### src/design/glob_wildcard_matcher_macros.svh
// assertion macros for the glob wildcard matcher
`ifndef GLOB_WILDCARD_MATCHER_MACROS_SVH
`define GLOB_WILDCARD_MATCHER_MACROS_SVH

// same-cycle implication, checked out of reset
`define GWM_ASSERT_NOW(label, ante, cons, msg) \
    label: assert property (@(posedge clk) disable iff (!rst_n) (ante) |-> (cons)) \
        else $error(msg);

// next-cycle implication, checked out of reset
`define GWM_ASSERT_NEXT(label, ante, cons, msg) \
    label: assert property (@(posedge clk) disable iff (!rst_n) (ante) |=> (cons)) \
        else $error(msg);

`endif

### src/design/gwm_pkg.sv
// shared types and constants of the glob wildcard matcher
package gwm_pkg;

    typedef enum logic [1:0] {
        CMD_CLEAR  = 2'd0,
        CMD_APPEND = 2'd1,
        CMD_TEXT   = 2'd2,
        CMD_END    = 2'd3
    } cmd_t;

    localparam logic [7:0] CH_ANY  = 8'h3F;
    localparam logic [7:0] CH_STAR = 8'h2A;

    // control broadcast to every cell
    typedef struct packed {
        logic       rearm;
        logic       advance;
        logic [7:0] ch;
    } cell_ctl_t;

endpackage

### src/design/gwm_in_if.sv
// input channel: command and character byte
interface gwm_in_if;
    logic       valid;
    logic       ready;
    logic [1:0] command;
    logic [7:0] char_value;

    modport source (output valid, output command, output char_value, input ready);
    modport sink (input valid, input command, input char_value, output ready);
endinterface

### src/design/gwm_out_if.sv
// output channel: match verdict and overflow flag
interface gwm_out_if;
    logic valid;
    logic ready;
    logic matched;
    logic pattern_overflow;

    modport source (output valid, output matched, output pattern_overflow, input ready);
    modport sink (input valid, input matched, input pattern_overflow, output ready);
endinterface

### src/design/glob_wildcard_matcher.sv
// top level of the glob wildcard matcher: cell chain, pattern length and verdict
//
//  channel | dir | fields                       | items
//  --------+-----+------------------------------+-------------------------------
//  in      | in  | command, char_value          | clear, append, text, end
//  out     | out | matched, pattern_overflow    | one per end-of-text command
//
// an item can be accepted in every cycle unless the output register is stalled
// the closure over star cells ripples through the cell chain in the same cycle
// a verdict sits in the output register; in.ready drops only while it is stalled
// reset leaves an empty pattern with only the start position active
`include "glob_wildcard_matcher_macros.svh"

module glob_wildcard_matcher #(
    parameter int MAX_PATTERN = 32
) (
    input logic        clk,
    input logic        rst_n,
    gwm_in_if.sink     in,
    gwm_out_if.source  out
);

    localparam int LEN_W = $clog2(MAX_PATTERN + 1);

    gwm_pkg::cell_ctl_t ctl;
    gwm_pkg::cmd_t      cmd;

    logic                 accept;
    logic [LEN_W-1:0]     len_reg;
    logic [LEN_W-1:0]     len_next;
    logic                 ovf_reg;
    logic                 ovf_next;
    logic                 final_reg;
    logic                 final_next;
    logic                 out_valid_reg;
    logic                 out_valid_next;
    logic                 matched_reg;
    logic                 matched_next;
    logic                 out_ovf_reg;
    logic                 out_ovf_next;
    logic                 full;

    // closed active set, one bit per position including the final one
    logic [MAX_PATTERN:0]   closed_vec;
    logic [MAX_PATTERN:0]   carry_vec;
    logic [MAX_PATTERN:0]   adv_vec;

    assign cmd    = gwm_pkg::cmd_t'(in.command);
    assign accept = in.valid & in.ready;
    assign full   = (len_reg == LEN_W'(MAX_PATTERN));

    // output register frees up in the cycle its item is taken
    assign in.ready = ~out_valid_reg | out.ready;

    always_comb
    begin
        ctl.ch      = in.char_value;
        ctl.rearm   = 1'b0;
        ctl.advance = 1'b0;
        if (accept)
        begin
            unique case (cmd)
                gwm_pkg::CMD_TEXT: ctl.advance = 1'b1;
                default:           ctl.rearm   = 1'b1;
            endcase
        end
    end

    assign carry_vec[0] = 1'b0;
    assign adv_vec[0]   = 1'b0;

    // chain of cells, cell i holds pattern byte i and position i
    for (genvar i = 0; i < MAX_PATTERN; i++)
    begin : g_cell
        logic wr_en;
        logic in_pattern;

        assign wr_en      = accept && (cmd == gwm_pkg::CMD_APPEND)
                            && (len_reg == LEN_W'(i));
        assign in_pattern = (LEN_W'(i) < len_reg);

        gwm_cell #(
            .START_CELL (i == 0)
        ) u_cell (
            .clk        (clk),
            .rst_n      (rst_n),
            .ctl        (ctl),
            .wr_en      (wr_en),
            .in_pattern (in_pattern),
            .carry_in   (carry_vec[i]),
            .adv_in     (adv_vec[i]),
            .closed     (closed_vec[i]),
            .carry_out  (carry_vec[i+1]),
            .adv_out    (adv_vec[i+1])
        );
    end

    // position past the last cell
    assign closed_vec[MAX_PATTERN] = final_reg | carry_vec[MAX_PATTERN];

    always_comb
    begin
        final_next = final_reg;
        if (ctl.rearm)
        begin
            final_next = 1'b0;
        end
        else if (ctl.advance)
        begin
            final_next = adv_vec[MAX_PATTERN];
        end
    end

    // pattern length and overflow
    always_comb
    begin
        len_next = len_reg;
        ovf_next = ovf_reg;
        if (accept)
        begin
            case (cmd)
                gwm_pkg::CMD_CLEAR:
                begin
                    len_next = '0;
                    ovf_next = 1'b0;
                end
                gwm_pkg::CMD_APPEND:
                begin
                    if (full)
                    begin
                        ovf_next = 1'b1;
                    end
                    else
                    begin
                        len_next = len_reg + LEN_W'(1);
                    end
                end
                default:
                begin
                end
            endcase
        end
    end

    // verdict register
    always_comb
    begin
        out_valid_next = out_valid_reg & ~out.ready;
        matched_next   = matched_reg;
        out_ovf_next   = out_ovf_reg;
        if (accept && (cmd == gwm_pkg::CMD_END))
        begin
            out_valid_next = 1'b1;
            matched_next   = closed_vec[len_reg];
            out_ovf_next   = ovf_reg;
        end
    end

    always_ff @(posedge clk or negedge rst_n)
    begin
        if (!rst_n)
        begin
            len_reg       <= '0;
            ovf_reg       <= 1'b0;
            final_reg     <= 1'b0;
            out_valid_reg <= 1'b0;
        end
        else
        begin
            len_reg       <= len_next;
            ovf_reg       <= ovf_next;
            final_reg     <= final_next;
            out_valid_reg <= out_valid_next;
        end
    end

    always_ff @(posedge clk)
    begin
        matched_reg <= matched_next;
        out_ovf_reg <= out_ovf_next;
    end

    assign out.valid            = out_valid_reg;
    assign out.matched          = matched_reg;
    assign out.pattern_overflow = out_ovf_reg;

    `GWM_ASSERT_NEXT(a_end_gives_item, accept && (cmd == gwm_pkg::CMD_END), out_valid_reg,
        "end of text gave no verdict")
    `GWM_ASSERT_NOW(a_ovf_only_full, ovf_reg, full, "overflow set with room in the store")
    `GWM_ASSERT_NOW(a_len_bound, 1'b1, len_reg <= LEN_W'(MAX_PATTERN),
        "pattern length past the store")
    `GWM_ASSERT_NEXT(a_rearm_start, ctl.rearm, closed_vec[0] && !final_reg,
        "rearm did not restore the start position")

endmodule

### src/design/gwm_cell.sv
// one pattern cell: stored byte plus the active bit of its position
module gwm_cell #(
    parameter bit START_CELL = 1'b0
) (
    input  logic              clk,
    input  logic              rst_n,
    input  gwm_pkg::cell_ctl_t ctl,
    input  logic              wr_en,
    input  logic              in_pattern,
    input  logic              carry_in,
    input  logic              adv_in,
    output logic              closed,
    output logic              carry_out,
    output logic              adv_out
);

    logic [7:0] char_reg;
    logic       base_reg;
    logic       base_next;
    logic       is_star;
    logic       hit;

    assign is_star   = (char_reg == gwm_pkg::CH_STAR);
    assign hit       = (char_reg == gwm_pkg::CH_ANY) || (char_reg == ctl.ch);
    assign closed    = base_reg | carry_in;
    assign carry_out = closed & in_pattern & is_star;
    assign adv_out   = closed & in_pattern & ~is_star & hit;

    always_comb
    begin
        base_next = base_reg;
        if (ctl.rearm)
        begin
            base_next = START_CELL;
        end
        else if (ctl.advance)
        begin
            // a star keeps its own position, a hit on the left moves in
            base_next = carry_out | adv_in;
        end
    end

    always_ff @(posedge clk or negedge rst_n)
    begin
        if (!rst_n)
        begin
            base_reg <= START_CELL;
        end
        else
        begin
            base_reg <= base_next;
        end
    end

    always_ff @(posedge clk)
    begin
        if (wr_en)
        begin
            char_reg <= ctl.ch;
        end
    end

endmodule

### src/flat_wrapper.sv
// flat-port wrapper written by rule: the top's interface ports become plain ports
module glob_wildcard_matcher_flat 
#(
    parameter int MAX_PATTERN = 32
)
  (clk, rst_n, in_valid, in_command, in_char_value, in_ready, out_valid, out_matched, out_pattern_overflow, out_ready);
  gwm_in_if in_i ();
  gwm_out_if out_i ();
  input logic clk;
  input logic rst_n;
  input wire logic [$bits(in_i.valid)-1:0] in_valid;
  input wire logic [$bits(in_i.command)-1:0] in_command;
  input wire logic [$bits(in_i.char_value)-1:0] in_char_value;
  output wire logic [$bits(in_i.ready)-1:0] in_ready;
  output wire logic [$bits(out_i.valid)-1:0] out_valid;
  output wire logic [$bits(out_i.matched)-1:0] out_matched;
  output wire logic [$bits(out_i.pattern_overflow)-1:0] out_pattern_overflow;
  input wire logic [$bits(out_i.ready)-1:0] out_ready;
  assign in_i.valid = in_valid;
  assign in_i.command = in_command;
  assign in_i.char_value = in_char_value;
  assign in_ready = in_i.ready;
  assign out_valid = out_i.valid;
  assign out_matched = out_i.matched;
  assign out_pattern_overflow = out_i.pattern_overflow;
  assign out_i.ready = out_ready;
  glob_wildcard_matcher #(.MAX_PATTERN(MAX_PATTERN)) u_core (.clk(clk), .rst_n(rst_n), .in(in_i), .out(out_i));
endmodule
### config.mk
export PLATFORM = sky130hd
export DESIGN_NAME = glob_wildcard_matcher_flat
export DESIGN_NICKNAME = d
export VERILOG_FILES = /design/src/design/gwm_pkg.sv /design/src/design/gwm_in_if.sv /design/src/design/gwm_out_if.sv /design/src/design/glob_wildcard_matcher.sv /design/src/design/gwm_cell.sv /design/src/flat_wrapper.sv
export VERILOG_INCLUDE_DIRS = /design/src /design/src/design
export SDC_FILE = /design/constraint.sdc
export NUM_CORES = 1
export LEC_CHECK = 0
export BUFFER_PORTS_ARGS = -buffer_cell sky130_fd_sc_hd__buf_4
export CAP_MARGIN = 25
export CORE_AREA = 3 3 216 218
export CTS_CLUSTER_SIZE = 10
export DETAILED_ROUTE_END_ITERATION = 10
export DIE_AREA = 0 0 219 221
export GPL_ROUTABILITY_DRIVEN = 0
export SYNTH_ARGS = -nofsm -noshare
export SYNTH_HDL_FRONTEND = slang
export SYNTH_HIERARCHICAL = 1
export SYNTH_SLANG_ARGS = --single-unit
### constraint.sdc
create_clock -name clk -period 16.1 [get_ports clk]
set_clock_uncertainty 0.1 [all_clocks]
set_input_delay 0.805 -clock clk [delete_from_list [all_inputs] [get_ports clk]]
set_output_delay 0.805 -clock clk [all_outputs]
set_load 0.03 [all_outputs]
==> out/qor.yml, run 1 <==
clocking:
  clock-sinks: 299
  htree_levels: 2
  cts_tree: "built"
  cts_buffer_depth: 3
  cts_root_buffer: "clkbuf_16"
  hold_buffers: 0
  clk_latency_ns: 0.53
  cts_buffers: 36
  clk_pin_slew_ns: 0.06
routing:
  antenna_left: 0
  drt_iter0_markers: 802
  drt-total-wl_mm: 35.9
  first_pass_iters: 5
  post_drt_wl_per_cell_microns: 17.7
  vias_per_cell: 5.02
  num_vias: 10200
  drc: 0
sta:
  worst_pin_slew_ns: 1.00
  layout_min_cycle_time_ns: 14.91
  hold_viol: 0
  max_freq_ghz: 0.0671
  setup_viol: 0
  slew_viol_final: 0
  whs_ns: 0.210
  fin_crit_sh: 0.926
  timing.setup.tns_ns: 0
  slew_headroom: 0.331
finish:
  nFillCells: 4296
  syn_to_final_growth_pct: 14.0
  final_util: 0.395
  drive_gt1_frac: 0.154
  multiInputGateArea_sq_um: 6650
  antenna_cells: 0
  layout.nets: 1417
  largest_reg_flops: 256
  seq_area_sq_um: 8770
die:
  io_pins: 18
  initial_utilization: 0.346
  die-area_sq_um: 48400
  coreArea_sq_um: 45100
  die_w_microns: 219
  rows: 78
  die_h_microns: 221
worst_setup_path:
  worstPathRequired_ns: 16.39
  cpPeakStageDelay_ns: 0.54
  crit_top_cell: "nor3_4"
  start_kind: "register"
  arrival_ns: 15.20
  cp_max_fo: 2
  reg2reg_depth: 99
  end_kind: "register"
  criticalPathCategory: "register to register"
  critPathSlowestCell: "or4b_4"
global_route:
  antenna_found_initial: 0
  grt_pass1_vias: 10300
  grt_overflow: 0
  grt_pass1_wl_mm: 57.3
  track_usage: 0.148
  grt_max_degree: 65
synth:
  async_flop_share: 0.137
  syn_inst: 1319
  yosys_register_bits: 299
  yosysWarnings: 6
  synth_edf_count: 258
  synth-main-ff-cell: "edfxtp_1"
  yosysSeqAreaShare: 0.562
  yosysUniqueCellTypes: 55
  netlist_area_sq_um: 15600
  synth_area_per_cell_sq_um: 11.8
worst_hold_path:
  min_path_type: "primary input to async pin"
pwr:
  powerDensity_nw_per_um2: 102
  p_leak_nw: 5.56
  peakVddDrop_v: 0.0000618
placed_design:
  dp.final_hpwl_mm: 22.7
  io_buffers: 17
job:
  drv_cap: 0
outcome:
  status: "completed"
[where the power goes]
group	leakage, nW	switching (mW)	internal [mW]
logic	2.20	0.139	0.0793
registers	2.85	0.00906	0.856
clock network	0.507	0.304	0.430
[cell type report]
class	count	area share
Timing Repair Buffer	57	0.0237
Clock inverter	4	0.00274
Sequential cell	299	0.493
Tap cell	600	0.0422
Multi-Input combinational cell	965	0.373
Clock buffer	60	0.0568
Inverter	41	0.00864
[layer usage]
layer	vias up	global-route usage	wire length (microns)
met2	226	0.241	17000
met1	4986	0.201	16300
met4	0	0.0462	844
met3	57	0.0246	1670
met5	-	0	0
li1	4900	-	-
[Yosys cell counts (all sizes together) (2+ instances only)]
cell type / count / area, sq um
and3: 2 / 12.5
nor2: 197 / 739
nor3b: 3 / 33.8
mux4: 6 / 143
or3: 31 / 349
clkbuf: 10 / 37.5
xnor2: 256 / 2240
a21o: 2 / 15.0
or2: 33 / 206
o31a: 31 / 272
nand3: 7 / 35.0
o21bai: 10 / 75.1
nor4: 4 / 25.0
nand2b: 6 / 37.5
buf: 5 / 45.0
nor3: 44 / 579
a21oi: 40 / 200
a31o: 2 / 17.5
ha: 3 / 37.5
dfrtp: 40 / 1000
edfxtp: 258 / 7750
nand4: 95 / 594
mux2i: 9 / 90.1
nand2: 123 / 539
inv: 40 / 150
o22ai: 4 / 25.0
o21ai: 42 / 214
[cells by family (layout without fill, tap and decap cells)]
group,count (synthesis),count (layout),synth area share
buf+inv,56,162,0.0151
other cells,1,2,0.000240
compound gates,136,136,0.0555
simple gates,552,552,0.206
flops,299,299,0.562
mux,16,16,0.0156
fa+ha+maj,3,3,0.00240
xor+xnor,256,256,0.144
[critical path: cells and delay by family, from the launching register on]
family           cells  cell delay [ns]
AO/OA/AOI/OAI        3             0.32
flip-flops           1             0.38
multiplexers         2             0.58
AND/OR/NAND/NOR     94            13.34
[per-stage QoR]
step | worst slack (ns) | std cells | instance area (sq um) | total power [mW]
floorplan | 2.05 | 1320 | 15600 | 1.02
global placement | 1.37 | 1938 | 16500 | 1.09
detailed placement | 0.647 | 1941 | 16600 | 1.09
CTS | 0.531 | 2005 | 17600 | 1.83
global route | -0.0256 | 2026 | 17800 | 1.89
finish | 1.19 | 2026 | 17800 | 1.82
[what timing repair did]
item	4_1_cts	5_1_grt
endpoints found under the setup margin	0	3
setup buffers	0	20
gates resized for setup	0	8
[cell usage in the layout (no fill, tap or decap), types with 2 or more instances in the layout]
cell type,netlist,routed
inv_2,6,6
buf_2,2,2
edfxtp_1,258,258
o31a_1,31,31
o21ai_0,34,34
xnor2_1,256,256
or3_4,31,31
ha_1,3,2
nor3b_1,2,2
clkbuf_1,10,22
clkbuf_8,0,2
dfrtp_1,40,40
clkinv_1,1,2
a21o_1,2,2
nor4_1,4,4
a21oi_1,40,40
nor3_1,11,11
nand2b_1,6,6
a31o_1,2,2
nand2_1,92,92
nand3_1,7,6
nor3_4,31,32
o22ai_1,4,3
nor2_1,197,196
mux2i_1,9,9
buf_4,0,54
clkbuf_16,0,36
conb_1,1,2
nand4_1,95,95
o21bai_1,10,10
mux4_1,2,2
or2_1,32,28
nand2_2,31,31
or2_4,0,4
mux4_2,4,4
inv_1,34,34
o21ai_1,7,7
[final timing paths]
path                                                      from  slack [ns]                           endpoint
setup / recovery           u_core/g_cell[0].u_cell/char_reg[3]        1.19                 u_core/out.matched
hold / removal                                           rst_n        0.21  u_core/g_cell[22].u_cell/base_reg
setup reg to reg           u_core/g_cell[0].u_cell/char_reg[3]        1.19                 u_core/out.matched
hold reg to reg                                 u_core/ovf_reg        0.37        u_core/out.pattern_overflow
max in group asynchronous                                rst_n       15.23   u_core/g_cell[7].u_cell/base_reg
min in group clk                                u_core/ovf_reg        0.37        u_core/out.pattern_overflow
Note: power is estimated with default switching activity, not from simulation.
==> run 2: changes to the inputs <==
Settings changed: MAX_ROUTING_LAYER set to met4.
==> run 2 against run 1 <==
  * Final cell count is the same
  * Flip-flop and latch count is the same
  * Clock-buffer cell count is the same
  * Critical endpoint unchanged
  * Critical path type unchanged
  * Maximum frequency shrank 0.14%
  * Critical path depth is the same
  * Via count grew 0.42%
  * Setup slack lost 0.021 ns
==> out/qor.yml, run 2 (synthesized netlist as in run 1, its figures left out) <==
clocking:
  cts_buffer_depth: 3
  cts_root_buffer: "clkbuf_16"
  cts_buffers: 36
  htree_levels: 2
  clk_pin_slew_ns: 0.06
  cts_tree: "built"
  clock-sinks: 299
  clk_latency_ns: 0.53
finish:
  design_area_sq_um: 17800
  syn_to_final_growth_pct: 14.0
  final_util: 0.395
  layout_commonest_cell: "edfxtp_1"
  largest_reg_flops: 256
  layout.nets: 1417
  layout_common_cells: "258 x edfxtp_1, 256 x xnor2_1, 196 x nor2_1"
  antenna_cells: 0
  nFillCells: 4296
  drive_gt1_frac: 0.154
sta:
  slew_headroom: 0.327
  setup_ws_ns: 1.17
  setup_viol: 0
  fin_crit_sh: 0.927
  slew_viol_final: 0
  max_freq_ghz: 0.0670
  hold_viol: 0
  worst_pin_slew_ns: 1.01
  layout_min_cycle_time_ns: 14.93
die:
  rows: 78
  die_h_microns: 221
  die-area_sq_um: 48400
  coreArea_sq_um: 45100
  die_w_microns: 219
  io_pins: 18
  initial_utilization: 0.346
outcome:
  status: "completed"
worst_setup_path:
  path_depth: 99
  cpPeakStageDelay_ns: 0.54
  worst-path-buf-inv: 0
  criticalPathCategory: "register to register"
  start_kind: "register"
  end_kind: "register"
  crit_top_cell: "nor3_4"
  path_delay_family: "simple AND/OR/NAND/NOR gates"
  cp_max_fo: 2
  critPathSlowestCell: "or4b_4"
  reg2reg_depth: 99
  worstPathRequired_ns: 16.39
  arrival_ns: 15.22
routing:
  drc: 0
  drt_iter0_markers: 832
  post_drt_wl_per_cell_microns: 17.7
  drt-total-wl_mm: 35.8
  antenna_left: 0
  vias_per_cell: 5.04
  num_vias: 10200
  first_pass_iters: 4
placed_design:
  pre_cts_ws_ns: 0.647
  io_buffers: 17
  place_area_sq_um: 16600
  dp.final_hpwl_mm: 22.7
global_route:
  grt_overflow: 0
  track_usage: 0.152
  grt_max_degree: 65
  grt_pass1_wl_mm: 57.3
  grt_pass1_vias: 10400
  antenna_found_initial: 0
pwr:
  peakVddDrop_v: 0.0000618
  p_leak_nw: 5.56
  p_total_mw: 1.82
  powerDensity_nw_per_um2: 102
worst_hold_path:
  min_path_type: "primary input to async pin"
job:
  drv_cap: 0
[run 2: cell counts in the layout (fill, tap and decap cells not counted)]
Identical to the previous run, type by type.
[run 2: path summary, 6_finish.rpt]
kind | slack [ns] | start | end
min | 0.21 | rst_n | u_core/g_cell[22].u_cell/base_reg
min in group clk | 0.38 | u_core/ovf_reg | u_core/out.pattern_overflow
max | 1.17 | u_core/g_cell[0].u_cell/char_reg[3] | u_core/out.matched
max reg2reg | 1.17 | u_core/g_cell[0].u_cell/char_reg[3] | u_core/out.matched
min reg2reg | 0.38 | u_core/ovf_reg | u_core/out.pattern_overflow
max in group asynchronous | 15.23 | rst_n | u_core/g_cell[3].u_cell/base_reg
[run 2: area by class of cell]
class / instances / area, sq um / area share
sequential: 299 / 8770 / 0.493
clock buffer: 60 / 1010 / 0.0568
multi-input combinational: 965 / 6650 / 0.373
timing repair buffer: 57 / 423 / 0.0237
tap: 600 / 751 / 0.0422
inverter: 41 / 154 / 0.00864
clock inverter: 4 / 48.8 / 0.00274
[run 2: power breakdown]
group          internal (mW)  leakage (nW)  total, mW  switching [mW]
clock                  0.430         0.507      0.733           0.303
sequential             0.856          2.85      0.865         0.00911
combinational         0.0793          2.20      0.218           0.139
[run 2: through the flow]
step | TNS, ns | hold WS, ns | std cells
after floorplan | 0 | 0.326 | 1320
after global placement | 0 | 0.347 | 1938
after detailed placement | 0 | 0.344 | 1941
after CTS | 0 | 0.210 | 2005
after global routing | -0.0263 | 0.239 | 2026
final | 0 | 0.210 | 2026
[run 2: repair_timing]
item	in CTS	in global routing
setup buffers	0	20
resized for setup	0	8
setup endpoints to repair	0	3
hold buffers	0	0
[run 2: metal layers]
layer / up-vias / track usage / wire, microns
met4: 0 / 0.0462 / 824
met1: 5027 / 0.201 / 16500
met5: - / - / 0
met3: 56 / 0.0246 / 1520
met2: 229 / 0.241 / 17000
li1: 4900 / - / -
==> run 3: changes to the inputs <==
Settings changed: CORE_AREA 3 3 216 218 to 3 3 217 219, DIE_AREA 0 0 219 221 to 0 0 220 222, SYNTH_HIERARCHICAL 1 to unset.
Clock period 16.1 ns to 14.8 ns, I/O delays scaled along.
==> run 3 against run 2 <==
  * First-iteration DRC count up 32%
  * Via count up 12%
  * Final cell count up 2.6%
  * Wire length up 14%
  * Clock-buffer cell count up 5
  * Core utilization down 0.14 points
  * Register-to-register slack better by 8.8 ns
  * Sequential power up 7.7%
==> out/qor.yml, run 3 <==
synth:
  synth_edf_count: 258
  yosys_register_bits: 299
  netlist_area_sq_um: 15800
  synth_area_per_cell_sq_um: 11.0
  synth_nets: 1457
  yosysTopAreaCell: "edfxtp_1"
  async_flop_share: 0.137
  synthTopCellsByArea: "edfxtp_1 49%, xnor2_1 11%, dfrtp_1 6.3%"
  yosysSeqAreaShare: 0.554
  yosysTopAreaCellShare: 0.489
  yosysMostFrequentCell: "edfxtp_1"
  synth_common_cells: "258 x edfxtp_1, 202 x xnor2_1, 151 x nor2_1"
  yosysWarnings: 0
  synth-main-ff-cell: "edfxtp_1"
  syn_inst: 1440
  yosysUniqueCellTypes: 81
outcome:
  status: "completed"
sta:
  setup_viol: 0
  worst_pin_slew_ns: 1.02
  whs_ns: 0.114
  setup_ws_ns: 9.97
  slew_viol_final: 0
  rsz0062_at_grt: "no"
  hold_viol: 0
  timing.setup.tns_ns: 0
  layout_min_cycle_time_ns: 4.83
  max_freq_ghz: 0.207
  slew_headroom: 0.315
  fin_crit_sh: 0.326
routing:
  first_pass_iters: 6
  num_vias: 11400
  drc: 0
  drt-total-wl_mm: 40.9
  vias_per_cell: 5.50
  antenna_left: 0
  post_drt_wl_per_cell_microns: 19.7
  drt_iter0_markers: 1099
pwr:
  peakVddDrop_v: 0.0000615
  p_total_mw: 1.99
  p_leak_nw: 5.47
  powerDensity_nw_per_um2: 112
clocking:
  clock-sinks: 299
  htree_levels: 2
  cts_root_buffer: "clkbuf_16"
  cts_resized: 0
  post_cts_buffers: 0
  clk_latency_ns: 0.54
  cts_buffers: 38
  cts_tree: "built"
  clk_pin_slew_ns: 0.06
  cts_buffer_depth: 3
  hold_buffers: 0
finish:
  largest_reg_flops: 256
  nFillCells: 4325
  drive_gt1_frac: 0.0690
  layout_commonest_cell: "edfxtp_1"
  layout_common_cells: "258 x edfxtp_1, 202 x xnor2_1, 150 x nor2_1"
  syn_to_final_growth_pct: 12.5
  design_area_sq_um: 17800
  instances_no_fill: 2079
  antenna_cells: 0
  layout.nets: 1466
  final_util: 0.394
die:
  initial_utilization: 0.350
  die_w_microns: 220
  coreArea_sq_um: 45300
  io_pins: 18
  die-area_sq_um: 48800
  rows: 78
  die_h_microns: 222
worst_setup_path:
  cp_max_fo: 24
  crit_end: "u_core.out.matched"
  rr_endpoint: "u_core.out.matched"
  criticalPathCategory: "register to register"
  r2r_start: "u_core.len_reg[1]"
  reg2reg_depth: 13
  worstPathRequired_ns: 15.11
  start_kind: "register"
  crit_start: "u_core.len_reg[1]"
  arrival_ns: 5.14
  end_kind: "register"
  r2r_setup_slack_ns: 9.97
placed_design:
  io_buffers: 17
  pre_cts_ws_ns: 10.10
  placedCellCount: 2009
  dp.final_hpwl_mm: 27.3
  place_area_sq_um: 16600
global_route:
  grt_busiest_layer: "met2"
  grtUsageMet3: 0.0286
  grt_overflow: 0
  grt_util_met1: 0.239
  antenna_found_initial: 1
  grt_pass1_wl_mm: 64.2
  track_usage: 0.172
  grtUsageMet2: 0.254
  grt_pass1_vias: 11400
  grt_max_degree: 42
job:
  drv_cap: 0
worst_hold_path:
  min_path_type: "primary input to async pin"
-- run 3: cell types whose count changed in the layout (fill, tap and decap cells not counted), moves of 30 or more --
cell and delta:
nor2_1 -46, nor3_4 -32, xnor2_1 -54, or3_4 -31, nand2_2 -30, xor2_1 +56, o21ai_0 +41
-- run 3: kinds of logic (layout without fill, tap and decap cells) --
| group | count (synthesis) | in the layout | synth area share |
|---|---|---|---|
| adders and majority gates | 3 | 3 | 0.00237 |
| DFF | 299 | 299 | 0.554 |
| muxes | 2 | 2 | 0.00126 |
| and+or+nand+nor | 520 | 520 | 0.164 |
| xor gates and xnor gates | 258 | 258 | 0.143 |
| buffers and inverters | 86 | 125 | 0.0214 |
| AOI/OAI and AO/OA | 272 | 272 | 0.114 |
-- run 3: how the worst min path moves through the flow --
stage                                      startpoint                                end  slack [ns]  cells past startpoint
floorplan                              u_core.ovf_reg        u_core.out.pattern_overflow        0.33                      0
global placement    u_core.g_cell[23].u_cell.base_reg  u_core.g_cell[23].u_cell.base_reg        0.38                      2
detailed placement  u_core.g_cell[23].u_cell.base_reg  u_core.g_cell[23].u_cell.base_reg        0.39                      2
CTS                                             rst_n                   u_core.out.valid        0.11                      1
global route                                    rst_n                   u_core.out.valid        0.15                      1
finish                                          rst_n                   u_core.out.valid        0.11                      1
-- run 3: area by class of cell --
class,count,area [sq um],area share
inverters,19,71.3,0.00400
clock inverters,5,101,0.00569
flip-flops and latches,299,8770,0.492
multi-input cells,1055,6730,0.378
well taps,600,751,0.0421
repair buffers,36,268,0.0150
clock buffers,65,1130,0.0632
-- run 3: where the power goes --
part           internal, mW  total, mW  switching, mW
Combinational        0.0482      0.157          0.108
Clock                 0.567      0.905          0.338
Sequential            0.923      0.932        0.00873
-- run 3: routing by layer --
metal / part of all wire / up-vias
li1: - / 5377
met1: 0.47 / 5599
met2: 0.45 / 387
met3: 0.058 / 79
met4: 0.028 / 0
met5: 0 / -
-- run 3: worst max-delay path, stage by stage, from the launching register on --
cell	delay, ns
dfrtp_1	0.94
inv_1	0.27
ha_1	0.38
or3b_1	0.30
o32ai_1	0.14
nor4_1	0.53
o2111ai_1	0.18
o211ai_1	0.26
a211o_2	0.24
a21oi_2	0.11
o41a_4	0.48
o31a_1	0.35
o31ai_4	0.24
a211o_1	0.17
